$ cat src/hdl/cwt_pkg.sv
package cwt_pkg;

    localparam int TABLE_DEPTH_DEF = 16;
    localparam int CODE_W          = 32;
    localparam int SLOT_W          = 8;
    localparam int MODE_W          = 2;
    localparam int ENTRY_COUNT_W   = 5;
    localparam int KEY_CHARS       = 8;
    localparam int CODE_CHARS      = 4;
    localparam int IN_TDATA_W      = 80;
    localparam int OUT_TDATA_W     = 40;

    localparam logic [7:0] SPACE_CHAR = 8'h20;
    localparam logic [7:0] NUL_CHAR   = 8'h00;
    localparam logic [7:0] LOWER_A    = 8'h61;
    localparam logic [7:0] LOWER_Z    = 8'h7a;
    localparam logic [7:0] CASE_DIFF  = 8'h20;

    typedef enum logic [MODE_W-1:0] {
        MODE_LOOKUP = 2'd0,
        MODE_ADD    = 2'd1,
        MODE_REMOVE = 2'd2,
        MODE_READ   = 2'd3
    } t_mode;

    typedef struct packed {
        logic load;
        logic idx_zero;
        logic idx_slot;
        logic idx_inc;
        logic rd_en;
        logic rd_next;
        logic wr_shift;
        logic wr_add;
        logic cnt_inc;
        logic cnt_dec;
        logic res_load;
        logic res_success;
        logic res_changed;
        logic res_take;
    } t_cmd;

    typedef struct packed {
        t_mode mode;
        logic  code_zero;
        logic  slot_ok;
        logic  full;
        logic  scan_end;
        logic  shift_end;
        logic  match;
        logic  out_free;
    } t_stat;

    // skip leading spaces, take up to four characters (stopping at a space or NUL), fold to upper case
    function automatic logic [CODE_W-1:0] f_normalize(input logic [2*CODE_W-1:0] key);
        logic [CODE_W-1:0] code;
        logic              lead;
        logic              stop;
        logic [2:0]        taken;
        logic [7:0]        c;
        code  = '0;
        lead  = 1'b1;
        stop  = 1'b0;
        taken = '0;
        for (int p = 0; p < KEY_CHARS; p++) begin
            c = key[p*8 +: 8];
            if (!(lead && c == SPACE_CHAR)) begin
                lead = 1'b0;
                if (!stop && taken < 3'(CODE_CHARS)) begin
                    if (c == NUL_CHAR || c == SPACE_CHAR) begin
                        stop = 1'b1;
                    end else begin
                        if (c >= LOWER_A && c <= LOWER_Z) begin
                            c = c - CASE_DIFF;
                        end
                        code  = code | (CODE_W'(c) << {taken[1:0], 3'b000});
                        taken = taken + 3'd1;
                    end
                end
            end
        end
        return code;
    endfunction

endpackage

$ cat src/hdl/cwt_ctrl.sv
module cwt_ctrl (
    input  logic           i_clk,
    input  logic           i_rst_n,
    input  logic           i_s_tvalid,
    output logic           o_s_tready,
    input  cwt_pkg::t_stat i_stat,
    output cwt_pkg::t_cmd  o_cmd
);
    import cwt_pkg::*;

    typedef enum logic [3:0] {
        ST_IDLE,
        ST_DISPATCH,
        ST_SCAN_RD,
        ST_SCAN_CMP,
        ST_SHIFT_RD,
        ST_SHIFT_WR,
        ST_READ_RD,
        ST_READ_WAIT,
        ST_DONE
    } t_state;

    t_state r_state, n_state;
    logic   r_succ, n_succ;
    logic   r_chg, n_chg;
    logic   r_take, n_take;

    always_comb begin
        n_state    = r_state;
        n_succ     = r_succ;
        n_chg      = r_chg;
        n_take     = r_take;
        o_cmd      = '0;
        o_s_tready = (r_state == ST_IDLE);
        case (r_state)
            ST_IDLE: begin
                if (i_s_tvalid) begin
                    o_cmd.load = 1'b1;
                    n_succ     = 1'b0;
                    n_chg      = 1'b0;
                    n_take     = 1'b0;
                    n_state    = ST_DISPATCH;
                end
            end
            ST_DISPATCH: begin
                case (i_stat.mode)
                    MODE_LOOKUP: begin
                        if (i_stat.code_zero) begin
                            n_state = ST_DONE;
                        end else begin
                            o_cmd.idx_zero = 1'b1;
                            n_state        = ST_SCAN_RD;
                        end
                    end
                    MODE_ADD: begin
                        if (i_stat.code_zero || i_stat.full) begin
                            n_state = ST_DONE;
                        end else begin
                            o_cmd.idx_zero = 1'b1;
                            n_state        = ST_SCAN_RD;
                        end
                    end
                    MODE_REMOVE: begin
                        if (!i_stat.slot_ok) begin
                            n_state = ST_DONE;
                        end else begin
                            o_cmd.idx_slot = 1'b1;
                            n_state        = ST_SHIFT_RD;
                        end
                    end
                    default: begin
                        if (!i_stat.slot_ok) begin
                            n_state = ST_DONE;
                        end else begin
                            o_cmd.idx_slot = 1'b1;
                            n_state        = ST_READ_RD;
                        end
                    end
                endcase
            end
            ST_SCAN_RD: begin
                if (i_stat.scan_end) begin
                    // not found: append on add
                    if (i_stat.mode == MODE_ADD) begin
                        o_cmd.wr_add  = 1'b1;
                        o_cmd.cnt_inc = 1'b1;
                        n_succ        = 1'b1;
                        n_chg         = 1'b1;
                    end
                    n_state = ST_DONE;
                end else begin
                    o_cmd.rd_en = 1'b1;
                    n_state     = ST_SCAN_CMP;
                end
            end
            ST_SCAN_CMP: begin
                if (i_stat.match) begin
                    n_succ  = 1'b1;
                    n_state = ST_DONE;
                end else begin
                    o_cmd.idx_inc = 1'b1;
                    n_state       = ST_SCAN_RD;
                end
            end
            ST_SHIFT_RD: begin
                if (i_stat.shift_end) begin
                    o_cmd.cnt_dec = 1'b1;
                    n_succ        = 1'b1;
                    n_chg         = 1'b1;
                    n_state       = ST_DONE;
                end else begin
                    o_cmd.rd_en   = 1'b1;
                    o_cmd.rd_next = 1'b1;
                    n_state       = ST_SHIFT_WR;
                end
            end
            ST_SHIFT_WR: begin
                o_cmd.wr_shift = 1'b1;
                o_cmd.idx_inc  = 1'b1;
                n_state        = ST_SHIFT_RD;
            end
            ST_READ_RD: begin
                o_cmd.rd_en = 1'b1;
                n_state     = ST_READ_WAIT;
            end
            ST_READ_WAIT: begin
                n_succ  = 1'b1;
                n_take  = 1'b1;
                n_state = ST_DONE;
            end
            ST_DONE: begin
                if (i_stat.out_free) begin
                    o_cmd.res_load = 1'b1;
                    n_state        = ST_IDLE;
                end
            end
            default: begin
                n_state = ST_IDLE;
            end
        endcase
        o_cmd.res_success = r_succ;
        o_cmd.res_changed = r_chg;
        o_cmd.res_take    = r_take;
    end

    always_ff @(posedge i_clk) begin
        if (!i_rst_n) begin
            r_state <= ST_IDLE;
            r_succ  <= 1'b0;
            r_chg   <= 1'b0;
            r_take  <= 1'b0;
        end else begin
            r_state <= n_state;
            r_succ  <= n_succ;
            r_chg   <= n_chg;
            r_take  <= n_take;
        end
    end

endmodule

$ cat src/hdl/cwt_dpath.sv
module cwt_dpath #(
    parameter int TABLE_DEPTH = cwt_pkg::TABLE_DEPTH_DEF
) (
    input  logic                               i_clk,
    input  logic                               i_rst_n,
    input  logic [cwt_pkg::IN_TDATA_W-1:0]     i_s_tdata,
    input  logic                               i_m_tready,
    output logic                               o_m_tvalid,
    output logic [cwt_pkg::OUT_TDATA_W-1:0]    o_m_tdata,
    input  cwt_pkg::t_cmd                      i_cmd,
    output cwt_pkg::t_stat                     o_stat
);
    import cwt_pkg::*;

    localparam int CNT_W = $clog2(TABLE_DEPTH + 1);
    localparam int IDX_W = (TABLE_DEPTH > 1) ? $clog2(TABLE_DEPTH) : 1;

    logic [CODE_W-1:0]      r_table [TABLE_DEPTH];
    t_mode                  r_mode;
    logic [SLOT_W-1:0]      r_slot;
    logic [CODE_W-1:0]      r_code;
    logic [CNT_W-1:0]       r_idx;
    logic [CNT_W-1:0]       r_count;
    logic [CODE_W-1:0]      r_rdata;
    logic                   r_out_valid;
    logic [OUT_TDATA_W-1:0] r_out_data;

    logic [CNT_W-1:0] w_idx_plus;
    logic [CNT_W:0]   w_idx_plus_wide;
    logic [IDX_W-1:0] w_rd_addr;

    assign w_idx_plus      = r_idx + CNT_W'(1);
    assign w_idx_plus_wide = (CNT_W + 1)'(r_idx) + (CNT_W + 1)'(1);
    assign w_rd_addr       = i_cmd.rd_next ? w_idx_plus[IDX_W-1:0] : r_idx[IDX_W-1:0];

    assign o_stat.mode      = r_mode;
    assign o_stat.code_zero = (r_code == '0);
    assign o_stat.slot_ok   = (r_slot < SLOT_W'(r_count));
    assign o_stat.full      = (r_count == CNT_W'(TABLE_DEPTH));
    assign o_stat.scan_end  = (r_idx >= r_count);
    assign o_stat.shift_end = (w_idx_plus_wide >= (CNT_W + 1)'(r_count));
    assign o_stat.match     = (r_rdata == r_code);
    assign o_stat.out_free  = !r_out_valid || i_m_tready;

    assign o_m_tvalid = r_out_valid;
    assign o_m_tdata  = r_out_data;

    // entry table
    always_ff @(posedge i_clk) begin
        if (i_cmd.wr_shift) begin
            r_table[r_idx[IDX_W-1:0]] <= r_rdata;
        end else if (i_cmd.wr_add) begin
            r_table[r_count[IDX_W-1:0]] <= r_code;
        end
        if (i_cmd.rd_en) begin
            r_rdata <= r_table[w_rd_addr];
        end
    end

    always_ff @(posedge i_clk) begin
        if (i_cmd.load) begin
            r_mode <= t_mode'(i_s_tdata[MODE_W-1:0]);
            r_slot <= i_s_tdata[MODE_W +: SLOT_W];
            r_code <= f_normalize(i_s_tdata[MODE_W + SLOT_W +: 2*CODE_W]);
        end
        if (i_cmd.idx_zero) begin
            r_idx <= '0;
        end else if (i_cmd.idx_slot) begin
            r_idx <= CNT_W'(r_slot);
        end else if (i_cmd.idx_inc) begin
            r_idx <= w_idx_plus;
        end
        if (i_cmd.res_load) begin
            r_out_data <= OUT_TDATA_W'({ENTRY_COUNT_W'(r_count),
                                        (i_cmd.res_take ? r_rdata : CODE_W'(0)),
                                        i_cmd.res_changed,
                                        i_cmd.res_success});
        end
    end

    always_ff @(posedge i_clk) begin
        if (!i_rst_n) begin
            r_count     <= '0;
            r_out_valid <= 1'b0;
        end else begin
            if (i_cmd.cnt_inc) begin
                r_count <= r_count + CNT_W'(1);
            end else if (i_cmd.cnt_dec) begin
                r_count <= r_count - CNT_W'(1);
            end
            if (i_cmd.res_load) begin
                r_out_valid <= 1'b1;
            end else if (i_m_tready) begin
                r_out_valid <= 1'b0;
            end
        end
    end

endmodule

$ cat src/hdl/code_watchlist_table_unit.sv
// lookup and add scan the table entry by entry, remove shifts the later entries down,
//   read fetches one entry, and rejected requests go straight to the result
// one word in work at a time, set by the single-port table scan and shift;
//   ready for the next word in the cycle after the result loads
// a finished word waits in the output register while the next word is taken
// reset: synchronous active low, clears the count (table empty) and output valid
module code_watchlist_table_unit #(
    parameter int TABLE_DEPTH = cwt_pkg::TABLE_DEPTH_DEF
) (
    input  logic                            i_clk,
    input  logic                            i_rst_n,
    input  logic                            i_s_tvalid,
    output logic                            o_s_tready,
    // mode[1:0], slot[9:2], text_low[41:10], text_high[73:42], zero pad
    input  logic [cwt_pkg::IN_TDATA_W-1:0]  i_s_tdata,
    output logic                            o_m_tvalid,
    input  logic                            i_m_tready,
    // success[0], changed[1], entry_code[33:2], entry_count[38:34], zero pad
    output logic [cwt_pkg::OUT_TDATA_W-1:0] o_m_tdata
);
    import cwt_pkg::*;

    t_cmd  w_cmd;
    t_stat w_stat;

    cwt_ctrl u_ctrl (
        .i_clk      (i_clk),
        .i_rst_n    (i_rst_n),
        .i_s_tvalid (i_s_tvalid),
        .o_s_tready (o_s_tready),
        .i_stat     (w_stat),
        .o_cmd      (w_cmd)
    );

    cwt_dpath #(
        .TABLE_DEPTH (TABLE_DEPTH)
    ) u_dpath (
        .i_clk      (i_clk),
        .i_rst_n    (i_rst_n),
        .i_s_tdata  (i_s_tdata),
        .i_m_tready (i_m_tready),
        .o_m_tvalid (o_m_tvalid),
        .o_m_tdata  (o_m_tdata),
        .i_cmd      (w_cmd),
        .o_stat     (w_stat)
    );

endmodule

$ cat config.mk
export PLATFORM = sky130hd
export DESIGN_NAME = code_watchlist_table_unit
export DESIGN_NICKNAME = d
export VERILOG_FILES = /design/src/hdl/cwt_pkg.sv /design/src/hdl/cwt_ctrl.sv /design/src/hdl/cwt_dpath.sv /design/src/hdl/code_watchlist_table_unit.sv
export SDC_FILE = /design/constraint.sdc
export NUM_CORES = 1
export LEC_CHECK = 0
export ABC_AREA = 1
export BUFFER_PORTS_ARGS = -buffer_cell sky130_fd_sc_hd__buf_4
export CELL_PAD_IN_SITES_DETAIL_PLACEMENT = 0
export CELL_PAD_IN_SITES_GLOBAL_PLACEMENT = 1
export CORE_MARGIN = 4
export CORE_UTILIZATION = 56
export CTS_BUF_LIST = sky130_fd_sc_hd__clkbuf_4 sky130_fd_sc_hd__clkbuf_8
export CTS_CLUSTER_DIAMETER = 120
export DETAILED_ROUTE_END_ITERATION = 10
export PLACE_DENSITY_LB_ADDON = 0.25
export SETUP_SLACK_MARGIN = 0.05
export SLEW_MARGIN = 20
export SYNTH_ARGS = -nofsm -noshare
export SYNTH_HDL_FRONTEND = slang
export SYNTH_HIERARCHICAL = 1
export SYNTH_SLANG_ARGS = --single-unit
$ cat constraint.sdc
create_clock -name i_clk -period 14.09 [get_ports i_clk]
set_input_delay 0.7045 -clock i_clk [delete_from_list [all_inputs] [get_ports i_clk]]
set_output_delay 0.7045 -clock i_clk [all_outputs]
set_load 0.005 [all_outputs]
==> key figures, run 1 <==
STA
  • Final hold vios: 0
  • Fmax achieved: 178 MHz
  • Setup violations, final: 0
  • Setup slack after layout: 8460 ps
  • Slew Limit Headroom: 24.7%
  • Setup repair after global routing missed its margin: no
  • Skew final: 44.2 ps
  • Worst Hold Slack: 207 ps
  • Period minus WS final: 5630 ps
  • Worst-Margin Slew: 1130 ps
  • Slew Viols, Final: 0
  • Final period util: 40.0%
  • Setup Total Neg Slack: 0 ps

Clock network
  • Clk_lat worst skew: 700 ps
  • CTS H-tree lvls: 3
  • Max clock buf depth: 3
  • CTS root buf: clkbuf_8
  • CTS tree: yes
  • Post-CTS Hold Buffers: 0
  • Clk slew on worst S/H paths: 60 ps
  • CTS Sinks: 643
  • Post-CTS setup buffers: 0
  • CTS Buf Count: 100
  • Post-CTS Resized: 0

Critical path
  • Worst r2r src: u_dpath/r_idx[0]$_SDFFE_PP0P_
  • Worst R2R End: u_dpath/r_rdata[13]$_DFFE_PP_
  • Reg2reg setup slack: 8460 ps
  • Critical path endpoint category: register
  • Worst setup SP type: register
  • R2R cell count: 19
  • Critical Path RT: 14650 ps
  • Critical Path AT: 6190 ps
  • Kind of critical path: reg2reg
  • CP max FO: 102

Place
  • GPL Wtd Cong: 0.911
  • I/O Buffers: 118
  • Pre-CTS setup slack: 8140 ps
  • Post-DP HPWL: 48900 um

Synthesis
  • Post-synth EDFFs: 625
  • Mapped Area: 29500 um2
  • Flops & latches, synth: 643
  • Post-synth top area share: 63.6%
  • Top cells by area, synth: edfxtp_1, nor2_1, o21ai_0, nand2_1, o221ai_1
  • Yosys warnings: 6
  • Gate Count Post-Synth: 2688
  • Netlist cell types: 55
  • Synth area leader: edfxtp_1
  • Primary FF master, synth: edfxtp_1
  • Synth Net Count: 2813
  • Post-synthesis sequential area ratio: 64.9%
  • Avg Inst Size Synth: 11.0 um2
  • Asr flop ratio synth: 0%

GRT
  • Met1 Use GR: 38.7%
  • GR Util All Layers: 28.4%
  • Gr busiest metal: met2
  • Global-route wire length before repair: 123000 um
  • Pin count of the biggest net entering global routing: 156
  • GR Layer Usage met2: 46.5%
  • M3 GR Usage: 4.68%
  • Antenna violations before repair: 1
  • Grt ovf: 0
  • Number of global-route vias before repair: 20.9k

Die
  • Die Area: 56400 um2
  • Num ports: 126
  • Total core area: 51700 um2
  • Die height: 237 um
  • Die boundary width: 237 um
  • Num rows: 83
  • Initial Util: 57.0%

Detailed routing
  • DR vias/cell: 6.03
  • WL final: 81800 um
  • First drt pass iteration count: 5
  • Post-DRT Antenna Nets: 0
  • Drt wl/cell: 22.9 um
  • Vias post-DR: 21.5k
  • DRC viols: 0
  • Drt initial violations: 2227

Power
  • Pleak: 12.0 nW
  • Total power: 4.68 mW
  • PwrDens: 142 nW/um2
  • Peak VDD IR: 0.0880 mV

Finish
  • Area Overhead vs Synth: 12.0%
  • Nets@finish: 2952
  • Ant diodes: 0
  • Layout Utilization: 63.9%
  • Share of layout cells above drive strength 1: 15.1%

Flow run
  • MaxCap Viol Count: 0

Min path
  • Hold Path Stages: 1
  • Worst hold start: i_s_tdata[5]
  • Hold-critical path endpoint: u_dpath/r_slot[3]$_DFFE_PP_
  • Hold Path Class: in2reg

Status
  • Outcome: completed
[synth_stat cells, drive strengths merged, types with 14 or more instances]
library cell and n:
edfxtp 625, o211ai 47, a21oi 64, clkbuf 115, nand2 383, nand3 107, dfxtp 18, nand4 18
nor2 459, o22ai 40, o221ai 92, mux2 15, inv 205, buf 14, o21ai 345, xnor2 22
ha 40
[state kept, by name, indices dropped and copies added, names as in the netlist]
signal              flops
u_ctrl/r_chg            1
u_ctrl/r_state          4
u_ctrl/r_succ           1
u_ctrl/r_take           1
u_dpath/o_m_tdata      39
u_dpath/o_m_tvalid      1
u_dpath/r_code         32
u_dpath/r_count         5
u_dpath/r_idx           5
u_dpath/r_mode          2
u_dpath/r_rdata        32
u_dpath/r_slot          8
u_dpath/r_table       512
[worst max path at each step]
stage | slack (ps) | to | from | depth (start not counted)
2_1_floorplan | 8950 | u_dpath/r_code[24]$_DFFE_PP_ | i_s_tdata[16] | 32
3_3_place_gp | 8190 | u_dpath/r_code[8]$_DFFE_PP_ | i_s_tdata[16] | 33
3_5_place_dp | 8140 | u_dpath/r_code[8]$_DFFE_PP_ | i_s_tdata[16] | 33
4_1_cts | 8380 | u_dpath/r_rdata[13]$_DFFE_PP_ | u_dpath/r_idx[0]$_SDFFE_PP0P_ | 20
5_1_grt | 7950 | u_dpath/r_rdata[27]$_DFFE_PP_ | u_dpath/r_idx[0]$_SDFFE_PP0P_ | 20
6_report | 8460 | u_dpath/r_rdata[13]$_DFFE_PP_ | u_dpath/r_idx[0]$_SDFFE_PP0P_ | 19
[kinds of logic after synthesis]
logic type,count (synthesis),synth area share (%)
flops,643,64.9
other cells,1,0.0127
xor+xnor,33,1.04
simple gates,1003,14.9
mux,15,0.573
fa+ha+maj,41,1.76
compound gates,616,12.5
buf+inv,336,4.42
[final cells by class]
cell class	instances	area, um2
Sequential cell	643	19100
Clock buffer	126	1580
Multi-Input combinational cell	1709	9220
Tap cell	680	851
Timing Repair Buffer	166	1250
Fill cell	4072	18700
Inverter	207	785
Clock inverter	36	208
[placed cells by master (no fill, tap or decap), types with 14 or more instances in the layout]
master    netlist  final
nor2_4          8     25
xnor2_1        22     22
nand3_1        98     97
inv_1         192    190
nand2_2        17     18
o22ai_1        40     40
dfxtp_1        18     18
clkbuf_4        0     24
clkbuf_8        0    102
o21ai_0       326    325
mux2_2         15     15
nand4_1        17     17
o21ai_1        19     18
o221ai_1       92     92
a21oi_1        63     63
inv_2          13     14
edfxtp_1      625    625
nand2_4        15     16
nand2_1       349    347
nor2_1        438    421
buf_4           7    166
clkinv_1        2     22
o211ai_1       47     47
ha_1           40     40
[critical path: stages (launching register included)]
cell and delay (ps):
dfxtp_1 490, ha_1 250, xor2_1 270, ha_1 280
inv_1 50, nor2_1 40, o21a_1 160, o21ai_0 140
nand2_1 100, inv_1 80, nand3_2 130, inv_1 220
nand2_1 120, nand2_4 590, buf_4 840, buf_4 910
o21ai_0 160, o221ai_1 260, o211ai_1 140, nand2_1 150
[report_power, final]
part / switching [mW] / internal (mW)
Clock: 0.704 / 0.735
Sequential: 0.0495 / 2.18
Combinational: 0.712 / 0.302
Total: 1.47 / 3.22
[per-layer routing]
layer	part of all wire, %	up-vias
met3	8.1	185
met2	48	1039
met5	0.016	-
li1	-	9882
met1	41	10400
met4	3.3	2
[stage by stage]
| step | cell area, um2 | instances |
|---|---|---|
| 2_1_floorplan | 29500 | 2688 |
| 3_3_place_gp | 31200 | 3405 |
| 3_5_place_dp | 31200 | 3405 |
| 4_1_cts | 33000 | 3567 |
| 5_1_grt | 33000 | 3567 |
| 6_report | 33000 | 3567 |
Power figures use the tool's default switching activity.
==> run 2, diff against run 1 <==
--- a/config.mk
+++ b/config.mk
@@ -10,7 +10,7 @@
 export CELL_PAD_IN_SITES_DETAIL_PLACEMENT = 0
 export CELL_PAD_IN_SITES_GLOBAL_PLACEMENT = 1
 export CORE_MARGIN = 4
-export CORE_UTILIZATION = 56
+export CORE_UTILIZATION = 52
 export CTS_BUF_LIST = sky130_fd_sc_hd__clkbuf_4 sky130_fd_sc_hd__clkbuf_8
 export CTS_CLUSTER_DIAMETER = 120
 export DETAILED_ROUTE_END_ITERATION = 10
==> constraint.sdc (replaced) <==
create_clock -name i_clk -period 5.7 [get_ports i_clk]
set_input_delay 0.285 -clock i_clk [delete_from_list [all_inputs] [get_ports i_clk]]
set_output_delay 0.285 -clock i_clk [all_outputs]
set_load 0.005 [all_outputs]
==> run 2 against run 1 <==
Net effect: cell area grew 1.8%; clock skew is 6.2 ps higher; non-clock buffer count increased by 26; via count rose by 0.49%; sequential power up 150%; critical endpoint is now u_dpath/r_code[5]$_DFFE_PP_.
==> key figures, run 2 (synthesis gave the netlist of run 1 again) <==
Status
  • Outcome: completed

Place
  • GPL Wtd Cong: 0.925 (+1.5%)
  • I/O Buffers: 118 (unchanged)
  • Pre-CTS setup slack: 373 ps (-7770 ps)
  • Post-DP HPWL: 51000 um (+4.4%)
  • Placed Cells: 3488 (+2.4%)

Finish
  • Most common cell after layout, fill and taps aside: edfxtp_1
  • Share of layout cells above drive strength 1: 15.5% (+0.48 points)
  • Nets@finish: 2979 (+0.91%)
  • Max reg flops: 512 (unchanged)
  • # fillers: 4634 (+14%)
  • Commonest cells after routing, fill and taps aside: edfxtp_1, nor2_1, nand2_1
  • Non-filler cells, final: 3677 (+3.1%)
  • Area Overhead vs Synth: 13.9%

Die
  • Die Area: 60600 um2 (+7.4%)
  • Num rows: 87 (+4.8%)
  • Num ports: 126 (unchanged)
  • Total core area: 56300 um2 (+8.8%)
  • Die height: 246 um (+3.6%)
  • Die boundary width: 246 um (+3.6%)
  • Initial Util: 52.4% (-4.6 points)

GRT
  • Grt ovf: 0 (unchanged)
  • GR Util All Layers: 27.8% (-0.53 points)
  • Met1 Use GR: 37.6% (-1.1 points)
  • Antenna violations before repair: 1 (unchanged)
  • Gr busiest metal: met2
  • Number of global-route vias before repair: 20.9k (-0.15%)
  • Pin count of the biggest net entering global routing: 193 (+24%)
  • Global-route wire length before repair: 127000 um (+4.0%)
  • M3 GR Usage: 3.99% (-0.68 points)
  • GR Layer Usage met2: 45.6% (-0.96 points)

Clock network
  • CTS root buf: clkbuf_8
  • Clk slew on worst S/H paths: 60 ps (about the same)
  • CTS tree: yes
  • CTS Sinks: 643 (unchanged)
  • CTS H-tree lvls: 3 (unchanged)
  • CTS Buf Count: 101 (+1.0%)
  • Max clock buf depth: 3 (unchanged)
  • Clk_lat worst skew: 720 ps (+20 ps)

STA
  • Slew Viols, Final: 0 (unchanged)
  • Setup repair after global routing missed its margin: no
  • Slew Limit Headroom: 34.3% (+9.6 points)
  • Final period util: 81.9%
  • Worst-Margin Slew: 986 ps (-140 ps)
  • Fmax achieved: 214 MHz
  • Setup Total Neg Slack: 0 ps (unchanged)
  • Period minus WS final: 4670 ps
  • Final hold vios: 0 (unchanged)
  • Setup slack after layout: 1030 ps (-7430 ps)
  • Setup violations, final: 0 (unchanged)
  • Skew final: 50.4 ps (+6.19 ps)

Detailed routing
  • Drt wl/cell: 23.2 um (+1.2%)
  • Drt initial violations: 1941 (-13%)
  • DR vias/cell: 5.88 (-2.5%)
  • First drt pass iteration count: 6 (+1)
  • Vias post-DR: 21.6k (+0.49%)
  • WL final: 85300 um (+4.3%)
  • Post-DRT Antenna Nets: 0 (unchanged)
  • DRC viols: 0 (unchanged)

Critical path
  • Cell mode on critical path: nand2_1
  • Critical Path AT: 5240 ps (-950 ps)
  • Kind of critical path: in2reg
  • Critical Path RT: 6270 ps (-8380 ps)
  • Worst setup SP type: input pin
  • CP max stage delay: 350 ps (-560 ps)
  • Slowest CP cell: ha_1
  • Critical path endpoint category: register
  • R2R cell count: 17 (-2)
  • CP max FO: 15 (-85%)

Power
  • PwrDens: 353 nW/um2 (+150%)
  • Peak VDD IR: 0.188 mV (+110%)
  • Pleak: 12.2 nW (+1.9%)

Min path
  • Hold Path Class: in2reg
  • Hold Path Stages: 3 (+2)

Flow run
  • MaxCap Viol Count: 0 (unchanged)
[run 2: worst max-delay path, delay by kind of cell]
family | cells | cell delay [ps]
fa+ha+maj | 7 | 1970
buf+inv | 5 | 580
simple gates | 20 | 2400
[run 2: layout make-up]
cell class	count	area, um2	share of cell area [%]
inverters	207	782	2.33
clock inverters	33	269	0.801
multi-input cells	1709	9220	27.4
flip-flops and latches	643	19100	56.9
diodes	1	2.50	0.00745
clock buffers	136	1670	4.97
repair buffers	192	1580	4.71
well taps	756	946	2.81
[run 2: repair_timing]
item	4_1_cts	5_1_grt
buffers inserted	0	0
hold buffers	18	0
endpoints found under the hold margin	31	0
resized for setup	0	0
[run 2: final timing paths]
path	from	to	slack [ps]
setup / recovery	i_s_tdata[16]	u_dpath/r_code[5]$_DFFE_PP_	1030
hold / removal	i_s_tdata[69]	u_dpath/r_code[19]$_DFFE_PP_	50
setup reg to reg	u_dpath/r_idx[0]$_SDFFE_PP0P_	u_dpath/r_table[4][9]$_DFFE_PP_	1380
hold reg to reg	u_ctrl/r_chg$_SDFFE_PN0P_	u_dpath/o_m_tdata[1]$_DFFE_PP_	430
[run 2: where the power goes]
| part | leakage (nW) | switching (mW) | internal, mW |
|---|---|---|---|
| logic | 5.41 | 1.78 | 0.801 |
| registers | 5.79 | 0.139 | 5.39 |
| clock network | 1.02 | 1.77 | 2.00 |
| total | 12.2 | 3.68 | 8.19 |
[run 2: metal layers]
metal	vias to the layer above	part of all wire [%]	routed length, um
met3	164	6.8	5790
li1	9941	-	-
met2	884	48	41300
met4	0	3.7	3190
met5	-	0	0
met1	10600	41	35000
[run 2: metrics by stage]
step / total power [mW] / hold WS (ps) / utilization [%] / area [um2]
2_1_floorplan: 7.30 / 383 / - / 29500
3_3_place_gp: 8.07 / 419 / 55.9 / 31500
3_5_place_dp: 8.15 / 418 / 55.9 / 31500
4_1_cts: 11.9 / 7.69 / 59.7 / 33600
5_1_grt: 12.5 / 55.3 / 59.7 / 33600
6_report: 11.9 / 45.7 / 59.7 / 33600
